==> src/hdl/edf_pkg.sv <==
// ----------------------------------------------------------------------------
// edf_pkg
// Shared types and constants of the Ethernet destination filter.
// ----------------------------------------------------------------------------
package edf_pkg;

    localparam int ADDR_W            = 48;
    localparam int ENTRY_IDX_W       = 5;
    localparam int COUNT_W           = 6;
    localparam int TABLE_ENTRIES_DEF = 32;
    localparam int TABLE_ENTRIES_MAX = 64;
    localparam int LIMIT_W           = 7;
    localparam int GROUP_BIT         = 40;

    localparam int S_TDATA_W = 56;
    localparam int S_TUSER_W = 1;
    localparam int M_TDATA_W = 8;

    localparam int APB_ADDR_W = 5;
    localparam int APB_DATA_W = 64;

    typedef enum logic [2:0] {
        REASON_REJECT    = 3'd0,
        REASON_BROADCAST = 3'd1,
        REASON_OWN       = 3'd2,
        REASON_PROMISC   = 3'd3,
        REASON_ALLMULTI  = 3'd4,
        REASON_TABLE     = 3'd5
    } reason_t;

    typedef enum logic [1:0] {
        REG_STATION_ADDRESS = 2'd0,
        REG_PROMISCUOUS     = 2'd1,
        REG_ALL_MULTICAST   = 2'd2,
        REG_ENTRIES_USED    = 2'd3
    } reg_index_t;

    typedef enum logic {
        REQ_CHECK = 1'b0,
        REQ_WRITE = 1'b1
    } req_type_t;

    typedef struct packed {
        logic    capture;
        logic    scan_start;
        logic    issue;
        logic    set_reason;
        reason_t reason;
        logic    load_out;
    } dp_cmd_t;

    typedef struct packed {
        logic    in_is_write;
        logic    need_scan;
        logic    limit_zero;
        reason_t fast_reason;
        logic    hit;
        logic    scan_done;
        logic    out_free;
    } dp_status_t;

endpackage

==> src/hdl/edf_ctrl.sv <==
// ----------------------------------------------------------------------------
// edf_ctrl
// Sequencer: input transaction, rule evaluation, table scan, result load.
// ----------------------------------------------------------------------------
module edf_ctrl
    import edf_pkg::*;
(
    input  logic       aclk,
    input  logic       aresetn,
    input  logic       s_tvalid,
    output logic       s_tready,
    input  dp_status_t status,
    output dp_cmd_t    cmd
);

    typedef enum logic [3:0] {
        ST_IDLE   = 4'b0001,
        ST_EVAL   = 4'b0010,
        ST_SCAN   = 4'b0100,
        ST_FINISH = 4'b1000
    } state_t;

    state_t state_reg;
    state_t state_next;

    always_ff @(posedge aclk) begin
        if (!aresetn) begin
            state_reg <= ST_IDLE;
        end else begin
            state_reg <= state_next;
        end
    end

    always_comb begin
        state_next     = state_reg;
        cmd            = '0;
        cmd.reason     = REASON_REJECT;
        s_tready       = 1'b0;
        unique case (state_reg)
            ST_IDLE: begin
                s_tready = 1'b1;
                if (s_tvalid) begin
                    cmd.capture = 1'b1;
                    if (!status.in_is_write) begin
                        state_next = ST_EVAL;
                    end
                end
            end
            ST_EVAL: begin
                cmd.set_reason = 1'b1;
                cmd.reason     = status.fast_reason;
                if (status.need_scan && !status.limit_zero) begin
                    cmd.scan_start = 1'b1;
                    state_next     = ST_SCAN;
                end else begin
                    state_next = ST_FINISH;
                end
            end
            ST_SCAN: begin
                if (status.hit) begin
                    cmd.set_reason = 1'b1;
                    cmd.reason     = REASON_TABLE;
                    state_next     = ST_FINISH;
                end else if (status.scan_done) begin
                    state_next = ST_FINISH;
                end else begin
                    cmd.issue = 1'b1;
                end
            end
            ST_FINISH: begin
                if (status.out_free) begin
                    cmd.load_out = 1'b1;
                    state_next   = ST_IDLE;
                end
            end
            default: begin
                state_next = ST_IDLE;
            end
        endcase
    end

endmodule

==> src/hdl/edf_datapath.sv <==
// ----------------------------------------------------------------------------
// edf_datapath
// Address register, multicast table memory, rule logic and result register.
// ----------------------------------------------------------------------------
module edf_datapath
    import edf_pkg::*;
#(
    parameter int TABLE_ENTRIES = TABLE_ENTRIES_DEF
) (
    input  logic                   aclk,
    input  logic                   aresetn,
    input  logic                   in_req_type,
    input  logic [ENTRY_IDX_W-1:0] in_entry_index,
    input  logic [ADDR_W-1:0]      in_dest_addr,
    input  logic [ADDR_W-1:0]      station_address,
    input  logic                   promiscuous_mode,
    input  logic                   all_multicast_mode,
    input  logic [COUNT_W-1:0]     multicast_entries_used,
    input  dp_cmd_t                cmd,
    output dp_status_t             status,
    output logic                   out_valid,
    input  logic                   out_ready,
    output logic                   out_accept,
    output logic [2:0]             out_reason
);

    localparam int IDX_W = (TABLE_ENTRIES > 1) ? $clog2(TABLE_ENTRIES) : 1;
    localparam int CNT_W = $clog2(TABLE_ENTRIES + 1);
    localparam logic [LIMIT_W-1:0] ENTRIES_L = LIMIT_W'(TABLE_ENTRIES);

    logic [ADDR_W-1:0] table_mem [TABLE_ENTRIES];

    logic [ADDR_W-1:0] addr_reg;
    logic [ADDR_W-1:0] rd_data_reg;
    logic [CNT_W-1:0]  idx_reg;
    logic              pend_reg;
    reason_t           reason_reg;
    logic              out_valid_reg;
    logic              out_accept_reg;
    reason_t           out_reason_reg;

    logic [LIMIT_W-1:0] wr_idx_ext;
    logic [LIMIT_W-1:0] count_ext;
    logic [LIMIT_W-1:0] limit_ext;
    logic [CNT_W-1:0]   limit;
    logic               wr_in_range;
    logic               all_issued;

    assign wr_idx_ext  = LIMIT_W'(in_entry_index);
    assign wr_in_range = wr_idx_ext < ENTRIES_L;
    assign count_ext   = LIMIT_W'(multicast_entries_used);
    assign limit_ext   = (count_ext > ENTRIES_L) ? ENTRIES_L : count_ext;
    assign limit       = limit_ext[CNT_W-1:0];
    assign all_issued  = idx_reg == limit;

    // table write at input transaction, registered read during scan
    always_ff @(posedge aclk) begin
        if (cmd.capture && in_req_type == REQ_WRITE && wr_in_range) begin
            table_mem[wr_idx_ext[IDX_W-1:0]] <= in_dest_addr;
        end
        if (cmd.issue && !all_issued) begin
            rd_data_reg <= table_mem[idx_reg[IDX_W-1:0]];
        end
    end

    always_ff @(posedge aclk) begin
        if (cmd.capture) begin
            addr_reg <= in_dest_addr;
        end
        if (cmd.set_reason) begin
            reason_reg <= cmd.reason;
        end
        if (cmd.load_out) begin
            out_accept_reg <= reason_reg != REASON_REJECT;
            out_reason_reg <= reason_reg;
        end
    end

    always_ff @(posedge aclk) begin
        if (!aresetn) begin
            idx_reg       <= '0;
            pend_reg      <= 1'b0;
            out_valid_reg <= 1'b0;
        end else begin
            if (cmd.scan_start) begin
                idx_reg  <= '0;
                pend_reg <= 1'b0;
            end else if (cmd.issue) begin
                pend_reg <= !all_issued;
                if (!all_issued) begin
                    idx_reg <= idx_reg + CNT_W'(1);
                end
            end
            if (cmd.load_out) begin
                out_valid_reg <= 1'b1;
            end else if (out_ready) begin
                out_valid_reg <= 1'b0;
            end
        end
    end

    // fixed-priority rules ahead of the table scan
    always_comb begin
        status.in_is_write = in_req_type == REQ_WRITE;
        status.limit_zero  = limit == '0;
        status.hit         = pend_reg && (rd_data_reg == addr_reg);
        status.scan_done   = all_issued && !pend_reg;
        status.out_free    = !out_valid_reg || out_ready;
        status.need_scan   = 1'b0;
        status.fast_reason = REASON_REJECT;
        priority if (addr_reg == {ADDR_W{1'b1}}) begin
            status.fast_reason = REASON_BROADCAST;
        end else if (addr_reg == station_address) begin
            status.fast_reason = REASON_OWN;
        end else if (promiscuous_mode) begin
            status.fast_reason = REASON_PROMISC;
        end else if (!addr_reg[GROUP_BIT]) begin
            status.fast_reason = REASON_REJECT;
        end else if (all_multicast_mode) begin
            status.fast_reason = REASON_ALLMULTI;
        end else begin
            status.need_scan = 1'b1;
        end
    end

    assign out_valid  = out_valid_reg;
    assign out_accept = out_accept_reg;
    assign out_reason = out_reason_reg;

endmodule

==> src/hdl/ethernet_destination_filter.sv <==
// ----------------------------------------------------------------------------
// ethernet_destination_filter
// Receive destination address filter with an exact-match multicast table.
// ----------------------------------------------------------------------------
// Input stream (s_): one transaction per request. s_tuser selects a check of
// the destination in s_tdata or a write of a multicast table entry. A check
// gives one result transaction on m_ (accept flag and deciding rule); a
// table write gives none and is taken at one per cycle while no check is in
// flight. The user must write the registers over the APB port only while no
// check is in flight; the block itself does not enforce it. A check is
// captured at its accepting edge, then passes through the fixed rules, a
// table scan where needed (one entry read from the table memory per cycle,
// over the entries in use capped at the table size) and the load of the
// result register. s_tready rises with m_tvalid, so a new request is taken
// only once the previous check has loaded its result.
// The result register lets a new request be taken while the previous
// result is still held; if the receiver stalls, the next check waits in its
// final step until the result register frees.
// Synchronous reset clears the APB registers, the result valid flag and the
// control state; table contents are undefined until written.
// ----------------------------------------------------------------------------
module ethernet_destination_filter
    import edf_pkg::*;
#(
    parameter int TABLE_ENTRIES = TABLE_ENTRIES_DEF
) (
    input  logic                  aclk,
    input  logic                  aresetn,
    input  logic                  s_tvalid,
    output logic                  s_tready,
    input  logic [S_TDATA_W-1:0]  s_tdata,   // entry_index[4:0], dest_addr[52:5]
    input  logic [S_TUSER_W-1:0]  s_tuser,   // req_type[0]
    output logic                  m_tvalid,
    input  logic                  m_tready,
    output logic [M_TDATA_W-1:0]  m_tdata,   // accept[0], match_reason[3:1]
    input  logic                  psel,
    input  logic                  penable,
    input  logic                  pwrite,
    input  logic [APB_ADDR_W-1:0] paddr,
    input  logic [APB_DATA_W-1:0] pwdata,
    output logic [APB_DATA_W-1:0] prdata,
    output logic                  pready
);

    logic [ADDR_W-1:0]  station_address_reg;
    logic               promiscuous_reg;
    logic               all_multicast_reg;
    logic [COUNT_W-1:0] entries_used_reg;

    reg_index_t reg_sel;
    logic       cfg_write;

    dp_cmd_t    cmd;
    dp_status_t status;

    logic       out_accept;
    logic [2:0] out_reason;

    assign pready    = 1'b1;
    assign reg_sel   = reg_index_t'(paddr[4:3]);
    assign cfg_write = psel && penable && pwrite && pready;

    always_ff @(posedge aclk) begin
        if (!aresetn) begin
            station_address_reg <= '0;
            promiscuous_reg     <= 1'b0;
            all_multicast_reg   <= 1'b0;
            entries_used_reg    <= '0;
        end else if (cfg_write) begin
            unique case (reg_sel)
                REG_STATION_ADDRESS: station_address_reg <= pwdata[ADDR_W-1:0];
                REG_PROMISCUOUS:     promiscuous_reg     <= pwdata[0];
                REG_ALL_MULTICAST:   all_multicast_reg   <= pwdata[0];
                REG_ENTRIES_USED:    entries_used_reg    <= pwdata[COUNT_W-1:0];
                default: begin
                end
            endcase
        end
    end

    always_comb begin
        unique case (reg_sel)
            REG_STATION_ADDRESS: prdata = APB_DATA_W'(station_address_reg);
            REG_PROMISCUOUS:     prdata = APB_DATA_W'(promiscuous_reg);
            REG_ALL_MULTICAST:   prdata = APB_DATA_W'(all_multicast_reg);
            REG_ENTRIES_USED:    prdata = APB_DATA_W'(entries_used_reg);
            default:             prdata = '0;
        endcase
    end

    edf_ctrl u_ctrl (
        .aclk     (aclk),
        .aresetn  (aresetn),
        .s_tvalid (s_tvalid),
        .s_tready (s_tready),
        .status   (status),
        .cmd      (cmd)
    );

    edf_datapath #(
        .TABLE_ENTRIES (TABLE_ENTRIES)
    ) u_datapath (
        .aclk                   (aclk),
        .aresetn                (aresetn),
        .in_req_type            (s_tuser[0]),
        .in_entry_index         (s_tdata[ENTRY_IDX_W-1:0]),
        .in_dest_addr           (s_tdata[ENTRY_IDX_W +: ADDR_W]),
        .station_address        (station_address_reg),
        .promiscuous_mode       (promiscuous_reg),
        .all_multicast_mode     (all_multicast_reg),
        .multicast_entries_used (entries_used_reg),
        .cmd                    (cmd),
        .status                 (status),
        .out_valid              (m_tvalid),
        .out_ready              (m_tready),
        .out_accept             (out_accept),
        .out_reason             (out_reason)
    );

    assign m_tdata = {4'b0000, out_reason, out_accept};

endmodule

==> config.mk <==
export PLATFORM = sky130hd
export DESIGN_NAME = ethernet_destination_filter
export DESIGN_NICKNAME = d
export VERILOG_FILES = /design/src/hdl/edf_pkg.sv /design/src/hdl/edf_ctrl.sv /design/src/hdl/edf_datapath.sv /design/src/hdl/ethernet_destination_filter.sv
export SDC_FILE = /design/constraint.sdc
export NUM_CORES = 2
export LEC_CHECK = 0
export BUFFER_PORTS_ARGS = -buffer_cell sky130_fd_sc_hd__buf_2
export CORE_MARGIN = 4
export CORE_UTILIZATION = 30
export CTS_BUF_LIST = sky130_fd_sc_hd__clkbuf_2 sky130_fd_sc_hd__clkbuf_4 sky130_fd_sc_hd__clkbuf_8
export CTS_CLUSTER_SIZE = 8
export DETAILED_ROUTE_END_ITERATION = 12
export GPL_TIMING_DRIVEN = 0
export PLACE_DENSITY_LB_ADDON = 0.08
export SYNTH_ARGS = -nofsm -noshare
export SYNTH_HDL_FRONTEND = slang
export SYNTH_SLANG_ARGS = --single-unit
==> constraint.sdc <==
create_clock -name aclk -period 16.3 [get_ports aclk]
set_clock_uncertainty 0.2 [all_clocks]
set_input_delay 4.89 -clock aclk [delete_from_list [all_inputs] [get_ports aclk]]
set_output_delay 4.89 -clock aclk [all_outputs]
set_load 0.005 [all_outputs]
==> qor.yml <==
drt_iter0_drc: 2702
cts_buffers: 320
via_count: 32281
tns_ns: 0
cts_tree: "yes"
cts.sinks: 1707
post-route-min-period_ns: 12.55
final-setup-viol-count: 0
initial_utilization: 0.3023
rows: 171
ys_ff_latch: 1707
antenna_found_initial: 15
syn_to_final_growth_pct: 18.38
worstMarginPinSlew_ns: 1.471
drt-total-wl_um: 207400
cts_setup_buffers: 0
core_area_um2: 217600
syn_area_um2: 65790
synth_edf_count: 1639
ys_warn_count: 0
synth_cell_type_count: 49
vias_per_cell: 4.942
multi_input_area_um2: 14720
drv_cap: 0
cp_data_required_time_ns: 11.21
insertion_delay_ns: 0.99
synthArstFlopShare: 0
clkSlewWorstSetupHoldPaths_ns: 0.07
pin_count: 208
report.final.slew_viol_count: 0
wl_per_cell_um: 31.76
path_common_cell: "clkbuf_1"
synthFlopType: "edfxtp_1"
ctsResizeCount: 0
leakagePower_nw: 23.81
layout.area.seq_um2: 50580
grt_pass1_vias: 34353
cts_max_path_buffers: 4
status: "complete, no violations"
seq_area_frac_synth: 0.7688
grt_usage: 0.1805
crit_path_cell_trace: "clkbuf_1 -> nor2_1 -> clkbuf_1 -> clkbuf_1 -> and2_1 -> buf_2"
place_hpwl_um: 146100
die_area_um2: 226900
irDropWorstVdd_uv: 77.41
worstSetupPathType: "in2out"
min_path_type: "reg2reg"
syn-instance-count: 2890
cp_top_family: "buffers and inverters"
max_stage_delay_ns: 1.01
path_buf_inv: 4
die_w_um: 476.3
end_kind: "output pin"
critical_path_arrival_ns: 7.46
fmax_mhz: 79.67
rsz0062_at_grt: "no"
path_max_fanout: 10
cts_root_buffer: "clkbuf_8"
grt_start_max_net_pins: 49
fin_util: 0.3579
gp_congestion: 0.8092
worst_setup_path_start_kind: "primary input"
largest_reg_flops: 1536
grt_overflow: 0
die_h_um: 476.3
finalCritPeriodShare: 0.7701
final_hold_viol_count: 0
io_buffer_count: 163
avgSynthCellArea_um2: 22.76
cpMaxStageDelayCell: "clkbuf_1"
drtAntennaViolNets: 0
first_pass_iters: 6
max_slew_margin: 0.01942
drive_gt1_frac: 0.3657
fill_cells: 20038
route.detailed.drc: 0
hold_buffers: 0
p_per_area_nw_per_um2: 117.8
h-tree-depth: 5
grt_pass1_wl_um: 283000
nets: 3605
[metrics by stage]
| stage | total power (W) | hold slack, ns | cells | area [um^2] | setup slack, ns |
|---|---|---|---|---|---|
| after detailed placement | 0.005369 | 0.2527 | 6003 | 72050 | 3.723 |
| after CTS | 0.009306 | 0.2614 | 6529 | 77870 | 3.720 |
| final | 0.009174 | 0.2692 | 6532 | 77880 | 3.748 |
| after global placement | 0.005347 | 0.2448 | 5926 | 70250 | 1.489 |
| after floorplan | 0.005141 | 0.2174 | 2909 | 65860 | 5.411 |
| after global routing | 0.009540 | 0.2753 | 6531 | 77880 | 3.799 |
[metal layers]
layer | track usage | vias to the layer above | part of all wire
met5 | 0 | - | 0.00013
met1 | 0.2329 | 17573 | 0.41
met3 | 0.03175 | 375 | 0.051
met2 | 0.3046 | 1056 | 0.50
met4 | 0.06843 | 4 | 0.040
li1 | - | 13273 | -
[worst paths after layout]
path	start	endpoint	slack (ns)	depth (start not counted)
min reg2reg	u_datapath.pend_reg	u_datapath.pend_reg	0.27	2
max reg2reg	u_datapath.idx_reg[1]	u_datapath.rd_data_reg[13]	11.68	6
max	paddr[3]	prdata[43]	3.75	6
min	u_datapath.pend_reg	u_datapath.pend_reg	0.27	2
[tightest hold or removal path, cell delays in order, from the launching register on]
cell	delay (ns)
dfxtp_1	0.31
nand2_1	0.05
a21oi_1	0.06
[cell usage after synthesis (5+ instances only)]
master	n	area (um^2)
edfxtp_1	1639	49220
mux4_2	481	10830
nand2_1	109	409.1
xnor2_1	94	823.3
clkbuf_1	73	274.0
dfxtp_1	68	1361
mux2_2	48	540.5
nor2_1	46	172.7
and2_1	45	281.5
nand4_1	36	225.2
buf_2	34	170.2
a21boi_0	29	217.7
buf_4	25	187.7
buf_1	23	86.33
a21boi_1	21	157.7
nand3_1	13	65.06
inv_1	10	37.54
nor2b_1	10	62.56
nor4_1	10	62.56
mux2i_1	9	90.09
o21ai_0	6	30.03
xor2_1	6	52.55
a22o_1	5	43.79
buf_6	5	56.30
[logic make-up (layout without fill, tap and decap cells)]
group / count (synthesis) / count (layout) / synth area share
flops: 1707 / 1707 / 0.7688
mux: 538 / 538 / 0.1742
simple gates: 296 / 296 / 0.02250
buf+inv: 171 / 937 / 0.01240
xor+xnor: 100 / 100 / 0.01331
compound gates: 75 / 75 / 0.008425
other cells: 2 / 24 / 0.0001142
fa+ha+maj: 1 / 1 / 0.0001902
[where the power goes]
part           leakage [nW]  internal [W]  switching, W
registers              15.3       0.00489     0.0000687
clock network          3.09       0.00215       0.00175
logic                  5.41     0.0000944      0.000227
total                  23.8       0.00713       0.00204
[placed cells by master (no fill, tap or decap), types with 14 or more instances in the layout]
cell	instances
clkinv_2	26
buf_4	25
conb_1	21
edfxtp_1	1639
nand4_1	36
nand2_1	109
buf_2	199
a21boi_0	29
clkbuf_4	100
dfxtp_1	68
clkbuf_8	326
clkbuf_1	69
clkinv_1	61
xnor2_1	94
buf_1	21
buf_12	70
a21boi_1	21
and2_1	44
nor2_4	32
mux2_2	48
mux4_2	481
nor2_1	14
[cell type report]
type / instances / area share
multi-input combinational: 1031 / 0.1890
tap: 2854 / 0.04585
antenna: 3 / 0.00009639
clock inverter: 100 / 0.007374
timing repair buffer: 240 / 0.03041
inverter: 11 / 0.0005302
buffer: 160 / 0.01004
sequential: 1707 / 0.6494
clock buffer: 426 / 0.06725
Note: power is estimated with default switching activity, not from simulation.
